## config.mk

```make
export PLATFORM = sky130hd
export DESIGN_NAME = lpht_queue
export DESIGN_NICKNAME = d
export VERILOG_FILES = /design/src/rtl/linear_probe_hash_table_assert.svh /design/src/rtl/lpht_pkg.sv /design/src/rtl/lpht_queue.sv
export SDC_FILE = /design/constraint.sdc
export NUM_CORES = 1
export LEC_CHECK = 0
export BUFFER_PORTS_ARGS = -buffer_cell sky130_fd_sc_hd__buf_2
export CORE_UTILIZATION = 49
export DETAILED_ROUTE_END_ITERATION = 10
export GPL_TIMING_DRIVEN = 0
export PLACE_DENSITY = 0.75
export SETUP_SLACK_MARGIN = 0.1
export SLEW_MARGIN = 20
export SYNTH_ARGS = -nofsm -noshare
export SYNTH_HDL_FRONTEND = slang
export SYNTH_SLANG_ARGS = --single-unit
```

## constraint.sdc

```tcl
create_clock -name clock -period 16.2 [get_ports clock]
set_input_delay 1.62 -clock clock [delete_from_list [all_inputs] [get_ports clock]]
set_output_delay 1.62 -clock clock [all_outputs]
set_load 0.01 [all_outputs]
```

## src/rtl/linear_probe_hash_table_assert.svh

```systemverilog
// assertion macros used by the hash table back end
`ifndef LINEAR_PROBE_HASH_TABLE_ASSERT_SVH
`define LINEAR_PROBE_HASH_TABLE_ASSERT_SVH

// same-cycle implication, clocked on clock and disabled in reset
`define LPHT_ASSERT_NOW(label, ante, cons, msg) \
   label: assert property (@(posedge clock) disable iff (reset) (ante) |-> (cons)) \
      else $error(msg);

// next-cycle implication, clocked on clock and disabled in reset
`define LPHT_ASSERT_NEXT(label, ante, cons, msg) \
   label: assert property (@(posedge clock) disable iff (reset) (ante) |=> (cons)) \
      else $error(msg);

`endif

```

## src/rtl/lpht_pkg.sv

```systemverilog
// shared constants, types and hash power table for the hash table
package lpht_pkg;

   localparam int Depth     = 1024;
   localparam int AddrW     = $clog2(Depth);
   localparam int SizeW     = 11;
   localparam int KeyDigits = 11;
   localparam int KeyW      = 4 * KeyDigits;
   localparam int PayW      = 32;
   localparam int FracW     = 40;
   localparam int FuncW     = 2;
   localparam int StatW     = 3;
   localparam int TotalW    = 32;
   localparam int DigW      = $clog2(KeyDigits);

   localparam logic [FracW-1:0] GoldenQ40 = 40'd679535556991;

   localparam logic [FuncW-1:0] FuncInsert = 2'd0;
   localparam logic [FuncW-1:0] FuncLookup = 2'd1;
   localparam logic [FuncW-1:0] FuncDelete = 2'd2;

   localparam logic [StatW-1:0] StatInserted   = 3'd0;
   localparam logic [StatW-1:0] StatFull       = 3'd1;
   localparam logic [StatW-1:0] StatFound      = 3'd2;
   localparam logic [StatW-1:0] StatNotFound   = 3'd3;
   localparam logic [StatW-1:0] StatDeleted    = 3'd4;
   localparam logic [StatW-1:0] StatDeleteMiss = 3'd5;

   typedef logic [KeyDigits-1:0][FracW-1:0] pow_tab_type;

   typedef struct packed {
      logic [FuncW-1:0] func;
      logic [KeyW-1:0]  key;
      logic [PayW-1:0]  payload;
      logic [SizeW-1:0] slots;
      logic [AddrW-1:0] home;
   } job_type;

   typedef struct packed {
      logic            valid;
      logic [KeyW-1:0] key;
      logic [PayW-1:0] payload;
   } slot_type;

   // powers of the golden ratio modulo one: +/- fib(k) * A
   function automatic pow_tab_type make_pow_tab();
      pow_tab_type      t;
      logic [FracW-1:0] fp;
      logic [FracW-1:0] fc;
      logic [FracW-1:0] fn;
      logic [FracW-1:0] pr;
      fp = '0;
      fc = 40'd1;
      for (int k = 1; k <= KeyDigits; k++) begin
         pr = fc * GoldenQ40;
         t[k-1] = ((k & 1) == 1) ? pr : (~pr + 40'd1);
         fn = fp + fc;
         fp = fc;
         fc = fn;
      end
      return t;
   endfunction

   localparam pow_tab_type PowTab = make_pow_tab();

endpackage

```

## src/rtl/lpht_queue.sv

```systemverilog
// two-entry job queue between front and back
module lpht_queue (
   input  logic              clock,
   input  logic              reset,
   input  logic              push_valid,
   output logic              push_ready,
   input  lpht_pkg::job_type push_job,
   output logic              pop_valid,
   input  logic              pop_ready,
   output lpht_pkg::job_type pop_job
);

   lpht_pkg::job_type entry_ff [2];
   logic              wr_ptr_ff, wr_ptr_in;
   logic              rd_ptr_ff, rd_ptr_in;
   logic [1:0]        count_ff, count_in;
   logic              do_push, do_pop;

   assign push_ready = (count_ff != 2'd2);
   assign pop_valid  = (count_ff != 2'd0);
   assign pop_job    = entry_ff[rd_ptr_ff];
   assign do_push    = push_valid && push_ready;
   assign do_pop     = pop_valid && pop_ready;

   always_comb begin
      wr_ptr_in = do_push ? ~wr_ptr_ff : wr_ptr_ff;
      rd_ptr_in = do_pop ? ~rd_ptr_ff : rd_ptr_ff;
      count_in  = count_ff + {1'b0, do_push} - {1'b0, do_pop};
   end

   always_ff @(posedge clock) begin
      if (reset) begin
         wr_ptr_ff <= 1'b0;
         rd_ptr_ff <= 1'b0;
         count_ff  <= 2'd0;
      end else begin
         wr_ptr_ff <= wr_ptr_in;
         rd_ptr_ff <= rd_ptr_in;
         count_ff  <= count_in;
      end
      if (do_push) begin
         entry_ff[wr_ptr_ff] <= push_job;
      end
   end

endmodule

```

==> After elaboration in Yosys (flattened, before gate mapping) <==
Memories as Yosys holds them, arrays and structs flattened. A register that Yosys moved wholly into a read port is not among the register bits.
Cells that the tools add are included.
{ "totals": {"regBits": 4, "mem_bits_rw": 198, "output_inout_bits": 101, "wordCells": 16, "mem_count": 1} }
{ "classes": {"n_addsub": 2, "n_eq_ne": 1, "muxes": 4, "bitwise_logic": 2, "reduce_logical": 3} }
{ "memory_table": {"columns": ["name", "depth", "width", "read_ports", "rd_clocked_by_memory_dff", "write_ports", "line", "text"], "rows": [
  ["entry_ff", 2, 99, 1, 1, 1, "lpht_queue.sv:13", "lpht_pkg::job_type entry_ff [2];"]
]} }
{ "op_table": {"columns": ["cell", "count"], "rows": [
  ["1-bit two-way mux", 4],
  ["2-bit by 1-bit adder with 2-bit output", 1],
  ["1-bit logical AND", 2],
  ["2-bit != test, second input constant", 1],
  ["1-bit inverter", 2],
  ["2-bit nonzero test", 1],
  ["2-bit by 1-bit subtractor with 2-bit output", 1]
]} }

==> Depth between registers and ports, before layout <==
{ "logic_depth": {"depth_word": 4, "ltp_mapped": 8} }

==> Worst setup path before layout <==
Ideal clock, no wire load.
{ "synth_timing": {"path_type": "input -> register", "start": "input port push_valid", "end": "memory entry_ff[0][0] (netlist bit) (enable)", "setup_ps": 557, "arrival_time_ps": 5827, "required_ps": 15643, "setup_slack_ps": 9815, "cell_stages": 2, "path_buffers": 0, "path_cell_list": "nand2_1 -> nor2_1"} }
{ "synth_via": {"elab_chain_cells": 3} }
{ "synth_rtl": {"columns": ["item", "line", "text"], "rows": [
  ["start: declaration", "lpht_queue.sv:5", "input logic push_valid,"],
  ["1-bit logical AND", "lpht_queue.sv:22", "assign do_push = push_valid && push_ready;"],
  ["1-bit two-way mux", "lpht_queue.sv:41", "if (do_push) begin"],
  ["1-bit two-way mux (not written as such)", "lpht_queue.sv:42", "entry_ff[wr_ptr_ff] <= push_job;"],
  ["end: declaration", "lpht_queue.sv:13", null]
]} }
Every way passes these cells.

==> flow_metrics.tcl <==
set metrics [dict create \
    outcome "finished, violations left" \
    violations "design-rule violations" \
    synthesis.area_um2 7400 \
    worstPathRequired_ps 14580 \
    worst-setup-path-type "register to primary output" \
    stdcell_area_um2 9500 \
    routedWlPerCell_um 17.4 \
    first_iter_violations 224 \
    setup_tns_ps 0 \
    grt_pass1_vias 4109 \
    cts_tree "built" \
    rr_startpoint "count_ff[0]$_SDFF_PP0_" \
    placed_cells 725 \
    holdWs_ps 538 \
    cellLeakagePower_nw 3.62 \
    layout_common_cells "buf_2, edfxtp_1, mux2_2" \
    synthCells 332 \
    hold_path_class "register to register" \
    cts_buffers 21 \
    port_buffers 203 \
    fill_cells 1026 \
    via_per_inst 5.03 \
    num_antenna_cells 0 \
    initial_utilization 0.505 \
    hold_viol 0 \
    syn2layout_area_growth_pct 28.4 \
    vias 3832 \
    ys_ff_latch 203 \
    path_max_fanout 10 \
    antenna_found_initial 0 \
    arrival_ps 1760 \
    skew_ps 7.05 \
    timing.final.crit_share 0.209 \
    p_per_area_nw_per_um2 159 \
    clock_sinks 203 \
    synth_seq_area_share 0.817 \
    mostFrequentLayoutCell "buf_2" \
    core-area_um2 14600 \
    ys_types 17 \
    clkLatencyLatePin_ps 470 \
    cp-end-kind "primary output" \
    fmax_mhz 296 \
    holdPathStages 2 \
    clkTransAtPathRegs_ps 60 \
    utilization 0.649 \
    gp_congestion 0.686 \
    min_period_ps 3380 \
    drive_above_1_share 0.611 \
    synth_nets 437 \
    drtPass1Iterations 7 \
    placed_area_um2 8800 \
    htreeDepth 1 \
    grt-ovfl-total 0 \
    grt_pass1_wl_um 20600 \
    clockRootBuffer "clkbuf_16" \
    rr_worst_depth 5 \
    dp_slack_ps 13250 \
    ant_nets 0 \
    post-route-drc-count 24 \
    die_x_um 125 \
    fin_cells 762 \
    min_from "rd_ptr_ff$_SDFFE_PP0P_" \
    rsz0062_at_grt "false" \
    max-cap-violations 0 \
    post_cts_resized 0 \
    post_cts_buffers 0 \
    worst-slew-pin-transition_ps 371 \
    rows 44 \
    max_slew_margin 0.752 \
    syn_avg_cell_area_um2 22.3 \
    r2r_slack_ps 14400 \
    r2r-end "entry_ff[0][82]$_DFFE_PP_" \
    fp.dieH_um 125 \
    fin_nets 669 \
    setup_viol 0 \
    grt_max_degree 48 \
    dieArea_um2 15600 \
    peakVddDrop_mv 0.0960 \
    grt_use_total 0.170 \
    drt-total-wl_um 13300 \
    setup_slack_ps 12820 \
    postCtsHoldBufs 0 \
    hpwl_um 8980 \
    cts.path.max_buffers 3 \
    io_pins 204 \
    cp-start-kind "register" \
    slew_violations 0 \
    yosys_warnings 0 \
    finalPower_mw 1.51 \
]
[Yosys cell counts, drive strengths merged]
cell    count  area [µm²]
and3        1        6.26
buf        11        73.8
dfxtp       5         100
edfxtp    198        5950
ha          2        25.0
inv         1        3.75
mux2      100        1160
nand2       1        3.75
nand2b      1        6.26
nor2        5        18.8
nor2b       2        12.5
o21a        1        7.51
or2         1        6.26
xnor2       2        17.5
xor2        1        8.76
[layout make-up]
class / count / area, µm² / area share
repair buffers: 209 / 1160 / 0.122
multi-input cells: 117 / 1290 / 0.136
well taps: 184 / 230 / 0.0242
plain buffers: 11 / 73.8 / 0.00777
inverters: 1 / 3.75 / 0.000395
clock inverters: 11 / 153 / 0.0161
clock buffers: 26 / 544 / 0.0573
flip-flops and latches: 203 / 6050 / 0.637
[worst max path at each step]
stage,startpoint,to,slack [ps],cells past startpoint
after CTS,register,pop_job[90],12770,5
after global routing,register,pop_job[90],12730,5
final,register,pop_job[90],12820,5
after floorplan,push_valid,entry_ff[0][0]$_DFFE_PP_,9820,2
after detailed placement,push_valid,entry_ff[0][81]$_DFFE_PP_,13250,5
after global placement,push_valid,entry_ff[0][53]$_DFFE_PP_,7620,3
[layer usage]
metal / up-vias / wire [µm] / track usage
met2: 137 / 6750 / 0.297
li1: 1783 / - / -
met4: 0 / 415 / 0.0581
met5: - / 0 / 0
met1: 1878 / 5110 / 0.197
met3: 34 / 996 / 0.0550
[where the power goes]
group	internal, mW	switching (mW)
combinational	0.173	0.183
sequential	0.659	0.0166
clock	0.302	0.181
[flip-flops by register name (all words and copies together) (netlist names), named ones only]
signal / flops
count_ff: 2
entry_ff: 198
rd_ptr_ff: 1
wr_ptr_ff: 1
[critical path, cell delays in order, from the launching register on]
cell,delay [ps]
dfxtp_1,320
buf_6,150
buf_6,170
buf_6,190
mux2_4,310
buf_2,140
[logic make-up (layout without fill, tap and decap cells)]
group                    count (synthesis)  after routing  share of synthesized area
adder cells (fa/ha/maj)                  2              2                    0.00338
XOR/XNOR                                 3              3                    0.00355
flip-flops                             203            203                      0.817
AO/OA/AOI/OAI                            1              1                    0.00101
buffers and inverters                   12            258                     0.0105
AND/OR/NAND/NOR                         11             11                    0.00727
multiplexers                           100            100                      0.157
Note: power is estimated with default switching activity, not from simulation.
