**config.mk**
```make
export PLATFORM = sky130hd
export DESIGN_NAME = lpht_front
export DESIGN_NICKNAME = d
export VERILOG_FILES = /design/src/rtl/linear_probe_hash_table_assert.svh /design/src/rtl/lpht_pkg.sv /design/src/rtl/lpht_front.sv
export SDC_FILE = /design/constraint.sdc
export NUM_CORES = 2
export LEC_CHECK = 0
export BUFFER_PORTS_ARGS = -buffer_cell sky130_fd_sc_hd__buf_2
export CORE_MARGIN = 3
export CORE_UTILIZATION = 60
export DETAILED_ROUTE_END_ITERATION = 8
export PLACE_DENSITY = 0.79
export REMOVE_ABC_BUFFERS = 1
export SYNTH_ARGS = -nofsm -noshare
export SYNTH_HDL_FRONTEND = slang
export SYNTH_SLANG_ARGS = --single-unit
```
**constraint.sdc**
```tcl
create_clock -name clock -period 8.1 [get_ports clock]
set_clock_uncertainty 0.1 [all_clocks]
set_input_delay 0.405 -clock clock [delete_from_list [all_inputs] [get_ports clock]]
set_output_delay 0.405 -clock clock [all_outputs]
set_load 0.03 [all_outputs]
```
**src/rtl/linear_probe_hash_table_assert.svh**
```systemverilog
// assertion macros used by the hash table back end
`ifndef LINEAR_PROBE_HASH_TABLE_ASSERT_SVH
`define LINEAR_PROBE_HASH_TABLE_ASSERT_SVH

// same-cycle implication, clocked on clock and disabled in reset
`define LPHT_ASSERT_NOW(label, ante, cons, msg) \
   label: assert property (@(posedge clock) disable iff (reset) (ante) |-> (cons)) \
      else $error(msg);

// next-cycle implication, clocked on clock and disabled in reset
`define LPHT_ASSERT_NEXT(label, ante, cons, msg) \
   label: assert property (@(posedge clock) disable iff (reset) (ante) |=> (cons)) \
      else $error(msg);

`endif

```
**src/rtl/lpht_pkg.sv**
```systemverilog
// shared constants, types and hash power table for the hash table
package lpht_pkg;

   localparam int Depth     = 1024;
   localparam int AddrW     = $clog2(Depth);
   localparam int SizeW     = 11;
   localparam int KeyDigits = 11;
   localparam int KeyW      = 4 * KeyDigits;
   localparam int PayW      = 32;
   localparam int FracW     = 40;
   localparam int FuncW     = 2;
   localparam int StatW     = 3;
   localparam int TotalW    = 32;
   localparam int DigW      = $clog2(KeyDigits);

   localparam logic [FracW-1:0] GoldenQ40 = 40'd679535556991;

   localparam logic [FuncW-1:0] FuncInsert = 2'd0;
   localparam logic [FuncW-1:0] FuncLookup = 2'd1;
   localparam logic [FuncW-1:0] FuncDelete = 2'd2;

   localparam logic [StatW-1:0] StatInserted   = 3'd0;
   localparam logic [StatW-1:0] StatFull       = 3'd1;
   localparam logic [StatW-1:0] StatFound      = 3'd2;
   localparam logic [StatW-1:0] StatNotFound   = 3'd3;
   localparam logic [StatW-1:0] StatDeleted    = 3'd4;
   localparam logic [StatW-1:0] StatDeleteMiss = 3'd5;

   typedef logic [KeyDigits-1:0][FracW-1:0] pow_tab_type;

   typedef struct packed {
      logic [FuncW-1:0] func;
      logic [KeyW-1:0]  key;
      logic [PayW-1:0]  payload;
      logic [SizeW-1:0] slots;
      logic [AddrW-1:0] home;
   } job_type;

   typedef struct packed {
      logic            valid;
      logic [KeyW-1:0] key;
      logic [PayW-1:0] payload;
   } slot_type;

   // powers of the golden ratio modulo one: +/- fib(k) * A
   function automatic pow_tab_type make_pow_tab();
      pow_tab_type      t;
      logic [FracW-1:0] fp;
      logic [FracW-1:0] fc;
      logic [FracW-1:0] fn;
      logic [FracW-1:0] pr;
      fp = '0;
      fc = 40'd1;
      for (int k = 1; k <= KeyDigits; k++) begin
         pr = fc * GoldenQ40;
         t[k-1] = ((k & 1) == 1) ? pr : (~pr + 40'd1);
         fn = fp + fc;
         fp = fc;
         fc = fn;
      end
      return t;
   endfunction

   localparam pow_tab_type PowTab = make_pow_tab();

endpackage

```
**src/rtl/lpht_front.sv**
```systemverilog
// front end: takes requests, hashes the key one digit a cycle, scales to home slot
module lpht_front (
   input  logic                        clock,
   input  logic                        reset,
   input  logic                        enable,
   input  logic [lpht_pkg::SizeW-1:0]  slot_count,
   input  logic                        req_valid,
   output logic                        req_ready,
   input  logic [lpht_pkg::FuncW-1:0]  req_func,
   input  logic [lpht_pkg::KeyW-1:0]   req_key_digits,
   input  logic [lpht_pkg::PayW-1:0]   req_payload,
   output logic                        push_valid,
   input  logic                        push_ready,
   output lpht_pkg::job_type           push_job
);

   typedef enum logic [3:0] {
      FS_IDLE  = 4'b0001,
      FS_HASH  = 4'b0010,
      FS_SCALE = 4'b0100,
      FS_PUSH  = 4'b1000
   } fstate_type;

   fstate_type                       state_ff, state_in;
   logic [lpht_pkg::FuncW-1:0]       func_ff, func_in;
   logic [lpht_pkg::KeyW-1:0]        key_ff, key_in;
   logic [lpht_pkg::KeyW-1:0]        shift_ff, shift_in;
   logic [lpht_pkg::PayW-1:0]        pay_ff, pay_in;
   logic [lpht_pkg::SizeW-1:0]       slots_ff, slots_in;
   logic [lpht_pkg::FracW-1:0]       acc_ff, acc_in;
   logic [lpht_pkg::DigW-1:0]        digit_ff, digit_in;
   logic [lpht_pkg::AddrW-1:0]       home_ff, home_in;
   logic [lpht_pkg::SizeW-1:0]       slots_clamped;
   logic [7:0]                       code;
   logic [lpht_pkg::FracW-1:0]       term;
   logic [lpht_pkg::SizeW+lpht_pkg::FracW-1:0] scaled;

   assign req_ready  = (state_ff == FS_IDLE) && enable;
   assign push_valid = (state_ff == FS_PUSH);
   assign push_job   = '{func: func_ff, key: key_ff, payload: pay_ff,
                         slots: slots_ff, home: home_ff};

   always_comb begin
      if (slot_count == '0) begin
         slots_clamped = lpht_pkg::SizeW'(1);
      end else if (slot_count > lpht_pkg::SizeW'(lpht_pkg::Depth)) begin
         slots_clamped = lpht_pkg::SizeW'(lpht_pkg::Depth);
      end else begin
         slots_clamped = slot_count;
      end
   end

   assign code   = {4'h3, shift_ff[lpht_pkg::KeyW-1 -: 4]};
   assign term   = lpht_pkg::FracW'(code * lpht_pkg::PowTab[digit_ff]);
   assign scaled = slots_ff * acc_ff;

   always_comb begin
      state_in = state_ff;
      func_in  = func_ff;
      key_in   = key_ff;
      shift_in = shift_ff;
      pay_in   = pay_ff;
      slots_in = slots_ff;
      acc_in   = acc_ff;
      digit_in = digit_ff;
      home_in  = home_ff;
      case (state_ff)
         FS_IDLE: begin
            if (req_valid && req_ready) begin
               func_in  = req_func;
               key_in   = req_key_digits;
               shift_in = req_key_digits;
               pay_in   = req_payload;
               slots_in = slots_clamped;
               acc_in   = '0;
               digit_in = '0;
               state_in = FS_HASH;
            end
         end
         FS_HASH: begin
            acc_in   = acc_ff + term;
            shift_in = {shift_ff[lpht_pkg::KeyW-5:0], 4'h0};
            digit_in = digit_ff + lpht_pkg::DigW'(1);
            if (digit_ff == lpht_pkg::DigW'(lpht_pkg::KeyDigits - 1)) begin
               state_in = FS_SCALE;
            end
         end
         FS_SCALE: begin
            home_in  = scaled[lpht_pkg::FracW +: lpht_pkg::AddrW];
            state_in = FS_PUSH;
         end
         FS_PUSH: begin
            if (push_ready) begin
               state_in = FS_IDLE;
            end
         end
         default: begin
            state_in = FS_IDLE;
         end
      endcase
   end

   always_ff @(posedge clock) begin
      if (reset) begin
         state_ff <= FS_IDLE;
      end else begin
         state_ff <= state_in;
      end
      func_ff  <= func_in;
      key_ff   <= key_in;
      shift_ff <= shift_in;
      pay_ff   <= pay_in;
      slots_ff <= slots_in;
      acc_ff   <= acc_in;
      digit_ff <= digit_in;
      home_ff  <= home_in;
   end

endmodule

```
Word-level counts from Yosys, hierarchy flattened
Memory sizes are Yosys's and may differ from the RTL's. A register that Yosys moved wholly into a read port is not among the register bits.
Cells that the tools add are included.
Word-level totals
  bits in registers: 191
  bits in read-only memories: 640
  bits of input ports: 94
  output and inout bits: 101
  word-level logic and storage cells: 46
  memories kept: 1
Memory list
  (name not given): words 16, bits a word 40, rd ports 1, clocked after memory_dff 1, wr ports 0, line lpht_front.sv:54  | assign term = lpht_pkg::FracW'(code * lpht_pkg::PowTab[digit_ff]);
Operators by class
  add/subtract/negate cells: 2
  $mul: 2
  order comparisons: 2
  equal/unequal tests: 8
  mux-type cells: 13
  reductions and logical operators: 8
Operator list (number)
  case mux 44 bit (2 select lines): 1
  2-to-1 mux 40 bit: 2
  case mux 40 bit (2 select lines): 1
  multiplier 11 x 40 -> 50 bit: 1
  2-to-1 mux 44 bit: 1
  adder 40 bit: 1
  multiplier 6 x 40 -> 40 bit: 1
  2-to-1 mux 4 bit: 5
  case mux 4 bit (4 select lines): 1
  greater-than comparator 11 bit, second input constant: 1
  logical NOT 11 bit: 1
  2-to-1 mux 11 bit: 1
  equality test 4 bit, second input constant: 2
  case mux 4 bit (2 select lines): 1
  less-than comparator 4 x 5 -> 1 bit, second input constant: 1
  adder 4 x 1 -> 4 bit, second input constant: 1
  equality test 4 x 1 -> 1 bit, second input constant: 1
  equality test 4 x 2 -> 1 bit, second input constant: 1
  equality test 4 x 3 -> 1 bit, second input constant: 1
  != test 2 x 1 -> 1 bit, second input constant: 2
  AND reduction 2 bit: 2
  AND reduction 3 bit: 1
  logical AND 1 bit: 2
  != test 2 bit, second input constant: 1
  2 further kinds: 2

Depth between registers and ports, before layout
  depth in word-level cells: 6
  depth in mapped cells: 21
  mapped depth without buffers: 20

Worst setup path after synthesis
OpenSTA, ideal clock, no wires.
  path kind: register to register
  start point: register state_ff[1]
  end point: register acc_ff[0] (netlist bit), enable pin
  setup time: 441 ps
  arrival: 5311 ps
  required time: 7559 ps
  setup slack: 2248 ps
  stages on the path, launching flop included: 5
  period minus slack after synthesis: 5852 ps
  cell sequence: dfxtp_1 -> nor4b_4 -> and3_1 -> nor2_1 -> inv_1
On the way
  longest elaborated chain between the ends: 5
Ends and longest elaborated chain
  from (decl): line lpht_front.sv:24  | fstate_type state_ff, state_in;
  from (signal assigned): line lpht_front.sv:107  | state_ff <= state_in;
  equality test 4 x 1 -> 1 bit: line lpht_front.sv:38, lpht_front.sv:67
  logical AND 1 bit: line lpht_front.sv:38  | assign req_ready = (state_ff == FS_IDLE) && enable;
  logical AND 1 bit: line lpht_front.sv:69  | if (req_valid && req_ready) begin
  != test 2 x 1 -> 1 bit (no source line)
  AND reduction 2 bit (no source line) (*)
  to (signal assigned): line lpht_front.sv:114  | acc_ff <= acc_in;
  to (decl): line lpht_front.sv:30  | logic [lpht_pkg::FracW-1:0] acc_ff, acc_in;
Mark *: on every way between the ends. The rest lies on a longest branch, timed or not.
A chain may end at the register's enable or synchronous reset.

Worst setup path in the final report
  start point: register slots_ff[8] (netlist bit)
  end point: register home_ff[8] (netlist bit) (data pin)
On the way
  longest elaborated chain between the ends: 1
Ends and longest elaborated chain
  from (decl): line lpht_front.sv:29  | logic [lpht_pkg::SizeW-1:0] slots_ff, slots_in;
  from (signal assigned): line lpht_front.sv:113  | slots_ff <= slots_in;
  multiplier 11 x 40 -> 50 bit: line lpht_front.sv:55  | assign scaled = slots_ff * acc_ff;
  via scaled (one bit): line lpht_front.sv:36  | logic [lpht_pkg::SizeW+lpht_pkg::FracW-1:0] scaled;
  to (signal assigned): line lpht_front.sv:116  | home_ff <= home_in;
  to (decl): line lpht_front.sv:32  | logic [lpht_pkg::AddrW-1:0] home_ff, home_in;
The timed path passes the listed nets, and every way through them passes these cells.

==> impl_metrics.ini <==
[sta]
fin_crit_ns = 6.586
setup_viol = 0
rsz0062_at_grt = false
tightest_slew_ns = 1.353
fin_crit_sh = 0.8131
finalMaxSlewViolations = 0
tns_ns = 0
slew_headroom = 0.09770
hold_viol_final = 0
fmax_mhz = 151.8

[route]
drc = 0
drtPass1Iterations = 5
wl_met1_um = 26430
top_layer = met4
vias = 20504
via_per_inst = 5.721
wl_met3_um = 6359
drt-total-wl_um = 68530
routedWlPerCell_um = 19.12
drt_iter0_markers = 1666
dr_wl_met2_um = 33240
drtAntennaViolNets = 0

[finish]
drive_gt1_frac = 0.09559
syn2layout_area_growth_pct = 10.91
fill_cells = 3307
n_antenna_cell = 0
nets = 3723

[yosys]
synth_top_area_frac = 0.3752
synthArstFlopShare = 0
ys_seq_area_frac = 0.2352
yosysMostFrequentCell = nand2_1
yosysWarningCount = 0
ys_top_cells_by_count = 557 x nand2_1, 516 x fa_1, 467 x inv_1
ys_ff_latch = 230
synth_edf_count = 187
synth_area_um2 = 27540
post_synth.cell_area_avg_um2 = 9.919
ys.flop_type = edfxtp_1
ys_types = 72
synthCells = 2776
yosysTopAreaCell = fa_1
synth_area_leaders = fa_1 38%, edfxtp_1 20%, nand2_1 7.6%, inv_1 6.4%, ha_1 6.4%

[grt]
overflow = 0
grt_pass1_wl_um = 112800
grt_pass1_vias = 22190
grt_antenna_before_repair = 0
grt_usage = 0.2939
grt_max_degree = 88

[critical_path]
end_kind = register
path_common_cell = fa_1
criticalPathCategory = reg -> reg
slowest_delay_ns = 1.26
cp_cell_sequence = buf_4 -> and2_1 -> fa_1 -> inv_1 -> fa_1 -> fa_1 -> fa_1 -> fa_1 -> inv_1 -> ha_1 -> nand3_1 -> nor4_2 -> o21ai_0 -> nand4b_1 -> o221ai_2 -> o2111ai_1 -> a21oi_1 -> xnor2_1
crit_slowest_cell = edfxtp_1
worstPathArrival_ns = 6.81
start_kind = register
crit_required_ns = 8.33
reg2reg_depth = 18
rr_startpoint = slots_ff[8]
crit_start = slots_ff[8]
cp_max_fo = 29

[die]
dieArea_um2 = 48500
fp.dieW_um = 220.2
rows = 77
core_area_um2 = 44800
io_pins = 195
die_h_um = 220.2
start_util = 0.6146

[clocking]
cts-root-buf = clkbuf_16
cts.reportedPaths.clkPinSlew_ns = 0.06
clk-insertion-delay-late_ns = 0.58
htree_num_levels = 1
cts_tree = done
clock_path_buffers = 3
cts.sinks = 230
cts_buffers = 26

[min_path]
hold_class = in -> reg
min_from = slot_count[0]
hold_depth = 3

[placement]
gp_congestion = 0.8774
port_buffers = 194
dp_hpwl_um = 50810

[flow_run]
cap_violations = 0

[run_status]
status = completed
==> cell usage in the layout, fill, tap and decap left out, drive strengths merged, types with 3 or more instances in the layout <==
cell	count
a21o	26
a211oi	18
ha	140
and3	8
nand4b	4
o21a	9
nor2b	14
nor4b	4
nor3	35
o41ai	3
o21ai	48
nand2b	10
o21bai	5
clkinv	10
nor2	82
inv	471
nand3	31
a31oi	9
a21boi	5
edfxtp	187
buf	218
nand2	558
dfxtp	43
xor2	21
xnor2	30
or3	5
o31ai	5
and2	222
fa	516
nor4	9
nand4	14
clkbuf	31
a21oi	88
dlygate4sd3	79
o2111ai	3
==> through the flow <==
| stage | cell area, um^2 | hold WS (ns) | instances | utilization | setup WS, ns |
|---|---|---|---|---|---|
| after floorplan | 26990 | 0.3835 | 2648 | - | 0.08233 |
| after global placement | 28920 | 0.3877 | 3458 | 0.6456 | 1.829 |
| after detailed placement | 28920 | 0.3938 | 3458 | 0.6456 | 1.586 |
| after CTS | 30540 | 0.02717 | 3584 | 0.6817 | 1.572 |
| after global routing | 30540 | 0.05119 | 3584 | 0.6817 | 1.143 |
| final | 30540 | 0.04410 | 3584 | 0.6817 | 1.514 |
==> area by class of cell <==
cell class	count	area, um^2	area share
flip-flops and latches	230	6476	0.2121
well taps	592	740.7	0.02425
clock buffers	31	669.4	0.02192
repair buffers	297	1954	0.06400
clock inverters	16	157.7	0.005162
multi-input cells	1951	18790	0.6152
inverters	467	1754	0.05744
==> per-layer routing <==
metal | global-route usage | up-vias
met3 | 0.06990 | 199
met1 | 0.3891 | 10283
met5 | 0 | -
li1 | - | 8984
met2 | 0.4835 | 1038
met4 | 0.09745 | 0
==> final timing paths <==
path	slack, ns	to
max	1.51	home_ff[8]
min	0.04	slots_ff[0]
min reg2reg	0.41	shift_ff[22]
max reg2reg	1.51	home_ff[8]
==> logic make-up (layout without fill, tap and decap cells) <==
kind of cell | count (synthesis) | after routing | synth area share
AO/OA/AOI/OAI | 241 | 241 | 0.05703
XOR/XNOR | 51 | 51 | 0.01622
adder cells (fa/ha/maj) | 656 | 656 | 0.4388
buffers and inverters | 595 | 811 | 0.08329
flip-flops | 230 | 230 | 0.2352
multiplexers | 2 | 2 | 0.0007271
AND/OR/NAND/NOR | 1001 | 1001 | 0.1688
==> what timing repair did <==
| item | in CTS | in global routing |
|---|---|---|
| setup buffers | 0 | 0 |
| gates resized for setup | 0 | 0 |
| hold buffers | 79 | 0 |
| hold endpoints to repair | 95 | 0 |
==> worst max-delay path: cells and delay by family (launching register included) <==
| kind | cells | cell delay [ns] |
|---|---|---|
| adders and majority gates | 6 | 2.66 |
| DFF | 1 | 1.26 |
| buffers and inverters | 3 | 0.45 |
| xor gates and xnor gates | 1 | 0.13 |
| AOI/OAI and AO/OA | 4 | 0.85 |
| and+or+nand+nor | 4 | 0.88 |
Power is left out: the tool's default activity adds up to more than one toggle a clock period on the data nets, which glitch-free logic cannot reach.
